## src/hw/rtl/rc4_pkg.sv

```systemverilog
// Shared types and constants for the RC4 stream cipher block.
// Used by rc4_ctrl, rc4_datapath and the rc4_stream_cipher top level.
`timescale 1ns / 1ps
`default_nettype none

package rc4_pkg;

  localparam int BYTE_W     = 8;
  localparam int PERM_DEPTH = 256;

  // Datapath commands, issued by the controller
  typedef struct packed {
    logic key_load;     // store key byte (if room) and bump the length
    logic sched_begin;  // clear p, j, k before the key schedule
    logic init_wr;      // write S[p] = p, advance p
    logic sch_rd_j;     // j += S[p] + key[k], read S[j]
    logic sch_wr_i;     // S[p] = S[j]
    logic sch_wr_j;     // S[j] = old S[p], advance p and k
    logic sched_done;   // clear i, j and the length, mark keyed
    logic ks_start;     // latch data byte, i += 1, read S[i]
    logic ks_rd_j;      // j += S[i], read S[j]
    logic ks_wr_i;      // S[i] = S[j], read S[S[i] + S[j]]
    logic ks_wr_j;      // S[j] = old S[i]
    logic pass_load;    // latch data byte for an unkeyed transfer
    logic ks_hold;      // park the keystream byte while output is busy
    logic out_load_ks;  // load output from the live keystream byte
    logic out_load_reg; // load output from the parked values
  } rc4_cmd_t;

  typedef struct packed {
    logic keyed;   // a key schedule has completed
    logic p_last;  // position counter is at the last entry
  } rc4_status_t;

endpackage

`default_nettype wire

```

## src/hw/rtl/rc4_stream_cipher.sv

```systemverilog
// RC4 stream cipher.
// Input channel (in_valid/in_ready) carries command, byte_in and last_key.
// command 0 loads a key byte, stored in order up to MAX_KEY_BYTES; extra bytes
// are dropped. The key byte flagged last_key starts the key schedule: it sets
// the identity permutation, then runs 256 swaps through the S_SCH_RI, S_SCH_RJ,
// S_SCH_WI and S_SCH_WJ states; in_ready stays low until the schedule ends.
// Other key bytes give no result and leave in_ready high.
// command 1 is a data byte. Once keyed, one keystream step runs through the
// S_KS_RJ, S_KS_WI and S_KS_WJ states; if the output slot is free, the result
// is loaded as it ends and in_ready returns at that same edge. No data byte is
// taken mid-step. The step is bound by the single write port of the permutation
// memory (two swap writes) behind two dependent reads. Before any key, data
// passes unchanged with not_keyed set and keystream 0; S_OUT loads the result.
// Output channel (out_valid/out_ready) is a register; an item is taken while a
// result still waits. If the receiver stalls, the next result parks in the
// block and in_ready stays low until the output slot frees.
// Reset (rst, synchronous) clears the key length, indices and keyed flag;
// the permutation and key store hold no defined value until written.
// Depends on rc4_pkg, rc4_ctrl and rc4_datapath.
`timescale 1ns / 1ps
`default_nettype none

module rc4_stream_cipher #(
  parameter int MAX_KEY_BYTES = 256
) (
  input  logic                       clk,
  input  logic                       rst,
  input  logic                       in_valid,
  output logic                       in_ready,
  input  logic                       command,
  input  logic [rc4_pkg::BYTE_W-1:0] byte_in,
  input  logic                       last_key,
  output logic                       out_valid,
  input  logic                       out_ready,
  output logic [rc4_pkg::BYTE_W-1:0] byte_out,
  output logic [rc4_pkg::BYTE_W-1:0] keystream_byte,
  output logic                       not_keyed
);
  import rc4_pkg::*;

  rc4_cmd_t    cmd;
  rc4_status_t status;

  rc4_ctrl u_ctrl (
    .clk       (clk),
    .rst       (rst),
    .in_valid  (in_valid),
    .in_ready  (in_ready),
    .command   (command),
    .last_key  (last_key),
    .out_valid (out_valid),
    .out_ready (out_ready),
    .status    (status),
    .cmd       (cmd)
  );

  rc4_datapath #(
    .MAX_KEY_BYTES (MAX_KEY_BYTES)
  ) u_datapath (
    .clk            (clk),
    .rst            (rst),
    .cmd            (cmd),
    .status         (status),
    .byte_in        (byte_in),
    .byte_out       (byte_out),
    .keystream_byte (keystream_byte),
    .not_keyed      (not_keyed)
  );

endmodule

`default_nettype wire

```

## src/hw/rtl/rc4_datapath.sv

```systemverilog
// RC4 datapath: permutation memory, key store, indices and output register.
// Driven by rc4_ctrl through rc4_pkg::rc4_cmd_t; depends on rc4_pkg.
`timescale 1ns / 1ps
`default_nettype none

module rc4_datapath #(
  parameter int MAX_KEY_BYTES = 256
) (
  input  logic                       clk,
  input  logic                       rst,
  input  rc4_pkg::rc4_cmd_t          cmd,
  output rc4_pkg::rc4_status_t       status,
  input  logic [rc4_pkg::BYTE_W-1:0] byte_in,
  output logic [rc4_pkg::BYTE_W-1:0] byte_out,
  output logic [rc4_pkg::BYTE_W-1:0] keystream_byte,
  output logic                       not_keyed
);
  import rc4_pkg::*;

  localparam int KIDX_W = (MAX_KEY_BYTES > 1) ? $clog2(MAX_KEY_BYTES) : 1;
  localparam int LEN_W  = $clog2(MAX_KEY_BYTES + 1);
  localparam logic [LEN_W-1:0] LEN_MAX = LEN_W'(MAX_KEY_BYTES);

  // storage
  logic [BYTE_W-1:0] perm_mem [PERM_DEPTH];
  logic [BYTE_W-1:0] key_mem  [MAX_KEY_BYTES];

  // control state
  logic [LEN_W-1:0]  key_len;
  logic              keyed;
  logic [BYTE_W-1:0] idx_i;
  logic [BYTE_W-1:0] idx_j;
  logic [BYTE_W-1:0] idx_p;
  logic [KIDX_W-1:0] idx_k;

  // payload
  logic [BYTE_W-1:0] rd_a;
  logic [BYTE_W-1:0] rd_b;
  logic [BYTE_W-1:0] key_rd;
  logic [BYTE_W-1:0] si;
  logic [BYTE_W-1:0] sj;
  logic [BYTE_W-1:0] t_reg;
  logic [BYTE_W-1:0] byte_reg;
  logic [BYTE_W-1:0] ks_reg;
  logic              nk_reg;

  // combinational
  logic [BYTE_W-1:0] addr_a;
  logic [BYTE_W-1:0] addr_b;
  logic              we;
  logic [BYTE_W-1:0] waddr;
  logic [BYTE_W-1:0] wdata;
  logic [BYTE_W-1:0] sch_j;
  logic [BYTE_W-1:0] ks_j;
  logic [BYTE_W-1:0] ks_comb;
  logic              key_wr;
  logic              k_wrap;

  assign sch_j  = idx_j + rd_a + key_rd;
  assign ks_j   = idx_j + rd_a;
  assign key_wr = cmd.key_load && (key_len != LEN_MAX);
  assign k_wrap = (LEN_W'(idx_k) + LEN_W'(1)) == key_len;

  // Output entry: forward the swap writes that the registered read missed
  assign ks_comb = (t_reg == idx_j) ? si :
                   (t_reg == idx_i) ? sj : rd_b;

  assign status.keyed  = keyed;
  assign status.p_last = (idx_p == BYTE_W'(PERM_DEPTH - 1));

  // Memory port addressing
  always_comb begin
    addr_a = idx_p;
    addr_b = si + rd_a;
    we     = 1'b0;
    waddr  = idx_j;
    wdata  = si;
    if (cmd.sch_rd_j) addr_a = sch_j;
    if (cmd.ks_start) addr_a = idx_i + BYTE_W'(1);
    if (cmd.ks_rd_j)  addr_a = ks_j;
    if (cmd.init_wr) begin
      we    = 1'b1;
      waddr = idx_p;
      wdata = idx_p;
    end
    if (cmd.sch_wr_i) begin
      we    = 1'b1;
      waddr = idx_p;
      wdata = rd_a;
    end
    if (cmd.ks_wr_i) begin
      we    = 1'b1;
      waddr = idx_i;
      wdata = rd_a;
    end
    if (cmd.sch_wr_j || cmd.ks_wr_j) begin
      we    = 1'b1;
      waddr = idx_j;
      wdata = si;
    end
  end

  // Permutation memory: one write, two registered reads
  always_ff @(posedge clk) begin
    if (we) perm_mem[waddr] <= wdata;
    rd_a <= perm_mem[addr_a];
    rd_b <= perm_mem[addr_b];
  end

  // Key store
  always_ff @(posedge clk) begin
    if (key_wr) key_mem[key_len[KIDX_W-1:0]] <= byte_in;
    key_rd <= key_mem[idx_k];
  end

  // Indices, key length, keyed flag
  always_ff @(posedge clk) begin
    if (rst) begin
      key_len <= '0;
      keyed   <= 1'b0;
      idx_i   <= '0;
      idx_j   <= '0;
      idx_p   <= '0;
      idx_k   <= '0;
    end else begin
      if (key_wr) key_len <= key_len + LEN_W'(1);
      if (cmd.sched_begin) begin
        idx_j <= '0;
        idx_k <= '0;
        idx_p <= '0;
      end
      if (cmd.init_wr)  idx_p <= idx_p + BYTE_W'(1);
      if (cmd.sch_rd_j) idx_j <= sch_j;
      if (cmd.sch_wr_j) begin
        idx_p <= idx_p + BYTE_W'(1);
        idx_k <= k_wrap ? '0 : idx_k + KIDX_W'(1);
      end
      if (cmd.ks_start) idx_i <= idx_i + BYTE_W'(1);
      if (cmd.ks_rd_j)  idx_j <= ks_j;
      if (cmd.sched_done) begin
        idx_i   <= '0;
        idx_j   <= '0;
        keyed   <= 1'b1;
        key_len <= '0;
      end
    end
  end

  // Swap operands, data byte and output register
  always_ff @(posedge clk) begin
    if (cmd.sch_rd_j || cmd.ks_rd_j) si <= rd_a;
    if (cmd.ks_wr_i) begin
      sj    <= rd_a;
      t_reg <= si + rd_a;
    end
    if (cmd.ks_start) begin
      byte_reg <= byte_in;
      nk_reg   <= 1'b0;
    end
    if (cmd.pass_load) begin
      byte_reg <= byte_in;
      ks_reg   <= '0;
      nk_reg   <= 1'b1;
    end
    if (cmd.ks_hold) ks_reg <= ks_comb;
    if (cmd.out_load_ks) begin
      byte_out       <= byte_reg ^ ks_comb;
      keystream_byte <= ks_comb;
      not_keyed      <= 1'b0;
    end
    if (cmd.out_load_reg) begin
      byte_out       <= byte_reg ^ ks_reg;
      keystream_byte <= ks_reg;
      not_keyed      <= nk_reg;
    end
  end

endmodule

`default_nettype wire

```

## src/hw/rtl/rc4_ctrl.sv

```systemverilog
// RC4 controller: sequences key loading, the key schedule and keystream steps.
// Issues rc4_pkg::rc4_cmd_t to rc4_datapath and owns the handshake flags.
`timescale 1ns / 1ps
`default_nettype none

module rc4_ctrl (
  input  logic                 clk,
  input  logic                 rst,
  input  logic                 in_valid,
  output logic                 in_ready,
  input  logic                 command,
  input  logic                 last_key,
  output logic                 out_valid,
  input  logic                 out_ready,
  input  rc4_pkg::rc4_status_t status,
  output rc4_pkg::rc4_cmd_t    cmd
);
  import rc4_pkg::*;

  localparam logic [3:0] S_IDLE   = 4'd0;
  localparam logic [3:0] S_INIT   = 4'd1;
  localparam logic [3:0] S_SCH_RI = 4'd2;
  localparam logic [3:0] S_SCH_RJ = 4'd3;
  localparam logic [3:0] S_SCH_WI = 4'd4;
  localparam logic [3:0] S_SCH_WJ = 4'd5;
  localparam logic [3:0] S_KS_RJ  = 4'd6;
  localparam logic [3:0] S_KS_WI  = 4'd7;
  localparam logic [3:0] S_KS_WJ  = 4'd8;
  localparam logic [3:0] S_OUT    = 4'd9;

  localparam logic CMD_KEY = 1'b0;

  logic [3:0] state;
  logic [3:0] state_next;
  logic       slot_free;

  assign in_ready  = (state == S_IDLE);
  assign slot_free = !out_valid || out_ready;

  // Next state and commands
  always_comb begin
    cmd        = '0;
    state_next = state;
    unique case (state)
      S_IDLE: begin
        if (in_valid) begin
          if (command == CMD_KEY) begin
            cmd.key_load = 1'b1;
            if (last_key) begin
              cmd.sched_begin = 1'b1;
              state_next      = S_INIT;
            end
          end else if (status.keyed) begin
            cmd.ks_start = 1'b1;
            state_next   = S_KS_RJ;
          end else begin
            cmd.pass_load = 1'b1;
            state_next    = S_OUT;
          end
        end
      end
      S_INIT: begin
        cmd.init_wr = 1'b1;
        if (status.p_last) state_next = S_SCH_RI;
      end
      S_SCH_RI: state_next = S_SCH_RJ;
      S_SCH_RJ: begin
        cmd.sch_rd_j = 1'b1;
        state_next   = S_SCH_WI;
      end
      S_SCH_WI: begin
        cmd.sch_wr_i = 1'b1;
        state_next   = S_SCH_WJ;
      end
      S_SCH_WJ: begin
        cmd.sch_wr_j = 1'b1;
        if (status.p_last) begin
          cmd.sched_done = 1'b1;
          state_next     = S_IDLE;
        end else begin
          state_next = S_SCH_RI;
        end
      end
      S_KS_RJ: begin
        cmd.ks_rd_j = 1'b1;
        state_next  = S_KS_WI;
      end
      S_KS_WI: begin
        cmd.ks_wr_i = 1'b1;
        state_next  = S_KS_WJ;
      end
      S_KS_WJ: begin
        cmd.ks_wr_j = 1'b1;
        if (slot_free) begin
          cmd.out_load_ks = 1'b1;
          state_next      = S_IDLE;
        end else begin
          cmd.ks_hold = 1'b1;
          state_next  = S_OUT;
        end
      end
      S_OUT: begin
        if (slot_free) begin
          cmd.out_load_reg = 1'b1;
          state_next       = S_IDLE;
        end
      end
      default: state_next = S_IDLE;
    endcase
  end

  // State and output-valid registers
  always_ff @(posedge clk) begin
    if (rst) begin
      state     <= S_IDLE;
      out_valid <= 1'b0;
    end else begin
      state <= state_next;
      if (cmd.out_load_ks || cmd.out_load_reg) begin
        out_valid <= 1'b1;
      end else if (out_ready) begin
        out_valid <= 1'b0;
      end
    end
  end

endmodule

`default_nettype wire

```

## config.mk

```make
export PLATFORM = sky130hd
export DESIGN_NAME = rc4_stream_cipher
export DESIGN_NICKNAME = d
export VERILOG_FILES = /design/src/hw/rtl/rc4_pkg.sv /design/src/hw/rtl/rc4_stream_cipher.sv /design/src/hw/rtl/rc4_datapath.sv /design/src/hw/rtl/rc4_ctrl.sv
export SDC_FILE = /design/constraint.sdc
export NUM_CORES = 2
export LEC_CHECK = 0
export BUFFER_PORTS_ARGS = -buffer_cell sky130_fd_sc_hd__buf_2
export CAP_MARGIN = 20
export CORE_MARGIN = 1.5
export CORE_UTILIZATION = 50
export CTS_CLUSTER_DIAMETER = 30
export DETAILED_ROUTE_END_ITERATION = 8
export PLACE_DENSITY = 0.67
export SLEW_MARGIN = 20
export SYNTH_ARGS = -nofsm -noshare
export SYNTH_HDL_FRONTEND = slang
export SYNTH_SLANG_ARGS = --single-unit
export TNS_END_PERCENT = 30
```

## constraint.sdc

```tcl
create_clock -name clk -period 16.3 [get_ports clk]
set_clock_uncertainty 0.15 [all_clocks]
set_input_delay 3.26 -clock clk [delete_from_list [all_inputs] [get_ports clk]]
set_output_delay 3.26 -clock clk [all_outputs]
set_load 0.05 [all_outputs]
```

==> run_results.csv <==
group,metric,value,unit
clocking,tritoncts.num_buffers,675,
global_route,grt_start_max_net_pins,193,
timing,max_clock_freq,122,MHz
route,drt.antenna.violating_nets,0,
floorplan,fp-row-count,222,
route,route.vias.total,110442,
finish,finalCoreUtilization,58.2,%
clocking,htreeDepth,6,
worst_setup_path,cp_slowest_stage_delay,0.86,ns
floorplan,floorplan.die_area,370000,µm²
worst_setup_path,cp.required,17.07,ns
power,cellPowerDensity,156,nW/µm²
finish,nets,11243,
floorplan,num_io_pins,33,
timing,tcrit_tclk_final,50.3,%
floorplan,core_area,365000,µm²
power,clkPwrFrac,45.0,%
yosys,ys_seq_elements,4225,
clocking,cts_hold_repair.buffers,0,
timing,final-hold-violation-count,0,
worst_setup_path,worstPathCellList,"buf_2, and3_1, a21oi_2, a211oi_4, buf_12, buf_4, buf_4, nand3_1, nand3_1, nand4_1, a22oi_1, o221ai_1, o22ai_1, a211oi_1",
run_status,status,"finished, final reports clean",
power,comb_power_share,18.2,%
power,vdd_ir_drop_max,210,µV
power,p_sw,9.26,mW
yosys,synth_sequential_area_ratio,68.9,%
route,first_pass_iteration_count_of_the_detailed_router,8,
clocking,clkTransAtPathRegs,0.05,ns
yosys,synth_enable_flop_cells,4153,
global_route,global_routing_usage_summed_across_all_routing_layers,28.4,%
yosys,post_synth_inst_count,11089,
power,total_internal_power,24.0,mW
floorplan,die_height,608,µm
floorplan,start_util,50.2,%
clocking,clk_latency,1.08,ns
yosys,ys.flop_type,"edfxtp_1",
finish,drive_gt1_share,24.2,%
min_path,worstHoldPathType,"flip-flop to flip-flop",
timing,rsz_0062_raised_after_global_routing,"false",
route,detailed_route_wire_length,534000,µm
yosys,netlist-cell-type-count,76,
timing,slew-limit-headroom,15.0,%
worst_setup_path,crit_fanout,162,
route,first_iter_violations,16063,
clocking,cts.repair_timing.setup_buffer_count,0,
timing,timing.final.setup_violations,0,
worst_setup_path,worst_setup_path_start_kind,"input port",
timing,final_max_slew_viol_count,0,
global_route,first_global_vias,109680,
power,power.leakage,68.2,nW
worst_setup_path,critical_path.endpoint_type,"flip-flop",
clocking,cts_tree,"built",
placed_design,placement.setup.worst_slack,7.23,ns
finish,area_delta_synth_final,16.0,%
route,detail_route.vias_per_cell,6.65,
placed_design,routabilityCongestion,0.917,
global_route,grt_first_pass_wirelength,769000,µm
timing,setup_ws,8.10,ns
route,number_of_drc_violations_after_detailed_routing,0,
placed_design,numPortBuffers,32,
yosys,yosysWarnings,0,
clocking,root_buffer,"clkbuf_16",
power,seqPwrFrac,36.7,%
job,max_cap_violations,0,
worst_setup_path,timing.critical_path.arrival,8.97,ns
yosys,netlist_area,183000,µm²
route,detail_route.wl_per_cell,32.1,µm
clocking,sink_count_of_the_clock_tree,4225,
worst_setup_path,worst-setup-path-type,"input port to flip-flop",
yosys,post_synth.cell_area_avg,16.5,µm²
placed_design,dpl.hpwl,311000,µm
yosys,async_flop_share,0,%
clocking,ctsResizeCount,0,
timing,finalWorstPathRequiredPeriod,8.20,ns
power,switching_share,27.9,%
timing,timing_worst_slew_pin_value,1.27,ns
yosys,syn_nets,11135,
global_route,gr-total-overflow,0,
floorplan,fp.dieW,608,µm
global_route,initial_antenna_violation_count,27,
worst_setup_path,critical-path-slowest-cell,"buf_4",
clocking,max-clock-path-buffers,4,
timing,totalNegativeSetupSlack,0,ns
synthesized netlist by cell type, types with 10 or more instances:
cell type / number / area (µm²)
a22o_1: 10 / 87.6
edfxtp_1: 4153 / 125000
a22oi_1: 87 / 653
mux4_2: 1344 / 30300
nor2b_1: 38 / 238
xor2_1: 38 / 333
and3_1: 85 / 532
a221oi_1: 82 / 718
buf_1: 116 / 435
a21oi_1: 335 / 1680
dfxtp_1: 72 / 1440
xnor2_1: 38 / 333
o21ai_0: 37 / 185
clkbuf_1: 323 / 1210
nand4_1: 37 / 231
nor3_1: 71 / 355
a311oi_1: 31 / 272
buf_2: 346 / 1730
o22ai_1: 12 / 75.1
ha_1: 29 / 363
a32oi_1: 43 / 377
a31oi_1: 124 / 776
a211oi_1: 25 / 188
nand2_1: 1831 / 6870
nor2_1: 603 / 2260
nand2b_1: 15 / 93.8
mux2i_1: 65 / 651
a41oi_1: 12 / 105
buf_4: 29 / 218
nand3_1: 920 / 4600
inv_1: 13 / 48.8
mux2_2: 13 / 146
power by group through the flow:
| stage | clock network [mW] | registers, mW | logic, mW |
|---|---|---|---|
| final | 15.0 | 12.2 | 6.06 |
| after floorplan | 0 | 12.5 | 3.73 |
| after global routing | 15.5 | 12.2 | 6.19 |
| after CTS | 15.1 | 12.2 | 5.92 |
| after global placement | 0 | 12.4 | 5.85 |
| after detailed placement | 0 | 12.4 | 5.89 |
path summary, 6_finish.rpt:
path	start	endpoint	slack, ns	cells past startpoint
max reg2reg	u_datapath.rd_a[0]	u_datapath.rd_a[0]	8.49	15
min	u_datapath.nk_reg	u_datapath.nk_reg	0.37	1
max	command	u_datapath.rd_a[0]	8.10	14
min reg2reg	u_datapath.nk_reg	u_datapath.nk_reg	0.37	1
placed cells by master (no fill, tap or decap), types with 102 or more instances in the layout:
| cell type | synthesis | final |
|---|---|---|
| bufinv_16 | 0 | 102 |
| a21oi_1 | 335 | 333 |
| clkbuf_16 | 0 | 677 |
| buf_4 | 29 | 178 |
| nand3_1 | 920 | 913 |
| edfxtp_1 | 4153 | 4153 |
| a31oi_1 | 124 | 124 |
| nor2_1 | 603 | 579 |
| mux4_2 | 1344 | 1344 |
| nand2_1 | 1831 | 1827 |
routing by layer:
metal / up-vias / track usage, % / routed length, µm
li1: 44664 / - / -
met1: 56735 / 37.5 / 193000
met2: 7582 / 44.7 / 253000
met3: 1447 / 5.77 / 56100
met4: 14 / 15.1 / 31800
met5: - / 0 / 95
cells by family (layout without fill, tap and decap cells):
logic type | after synthesis | after routing | synth area share (%)
XOR/XNOR | 76 | 76 | 0.363
buffers and inverters | 830 | 1520 | 2.01
adder cells (fa/ha/maj) | 32 | 32 | 0.231
multiplexers | 1422 | 1422 | 17.0
other | 0 | 14 | 0
AND/OR/NAND/NOR | 3648 | 3648 | 8.50
flip-flops | 4225 | 4225 | 68.9
AO/OA/AOI/OAI | 856 | 856 | 3.08
critical path: cells and delay by family:
kind                   cells  cell delay [ns]
AOI/OAI and AO/OA          6             2.16
buffers and inverters      4             2.51
and+or+nand+nor            4             0.78
final cells by class:
class	instances	area [µm²]
Tap cell	4816	6030
Clock inverter	531	6790
Multi-Input combinational cell	6034	53800
Antenna cell	14	35.0
Sequential cell	4225	126000
Clock buffer	728	17200
Timing Repair Buffer	248	2330
Fill cell	26245	153000
Inverter	13	48.8
per-stage QoR:
stage	hold WS (ns)	instances	cell area [µm²]	power [mW]
5_1_grt	0.388	16600	212000	33.9
6_report	0.375	16609	212000	33.2
3_3_place_gp	0.361	15322	188000	18.3
3_5_place_dp	0.363	15326	188000	18.3
4_1_cts	0.375	16585	212000	33.2
2_1_floorplan	0.283	11089	183000	16.2
No activity file was read; power rests on OpenSTA's default activity.
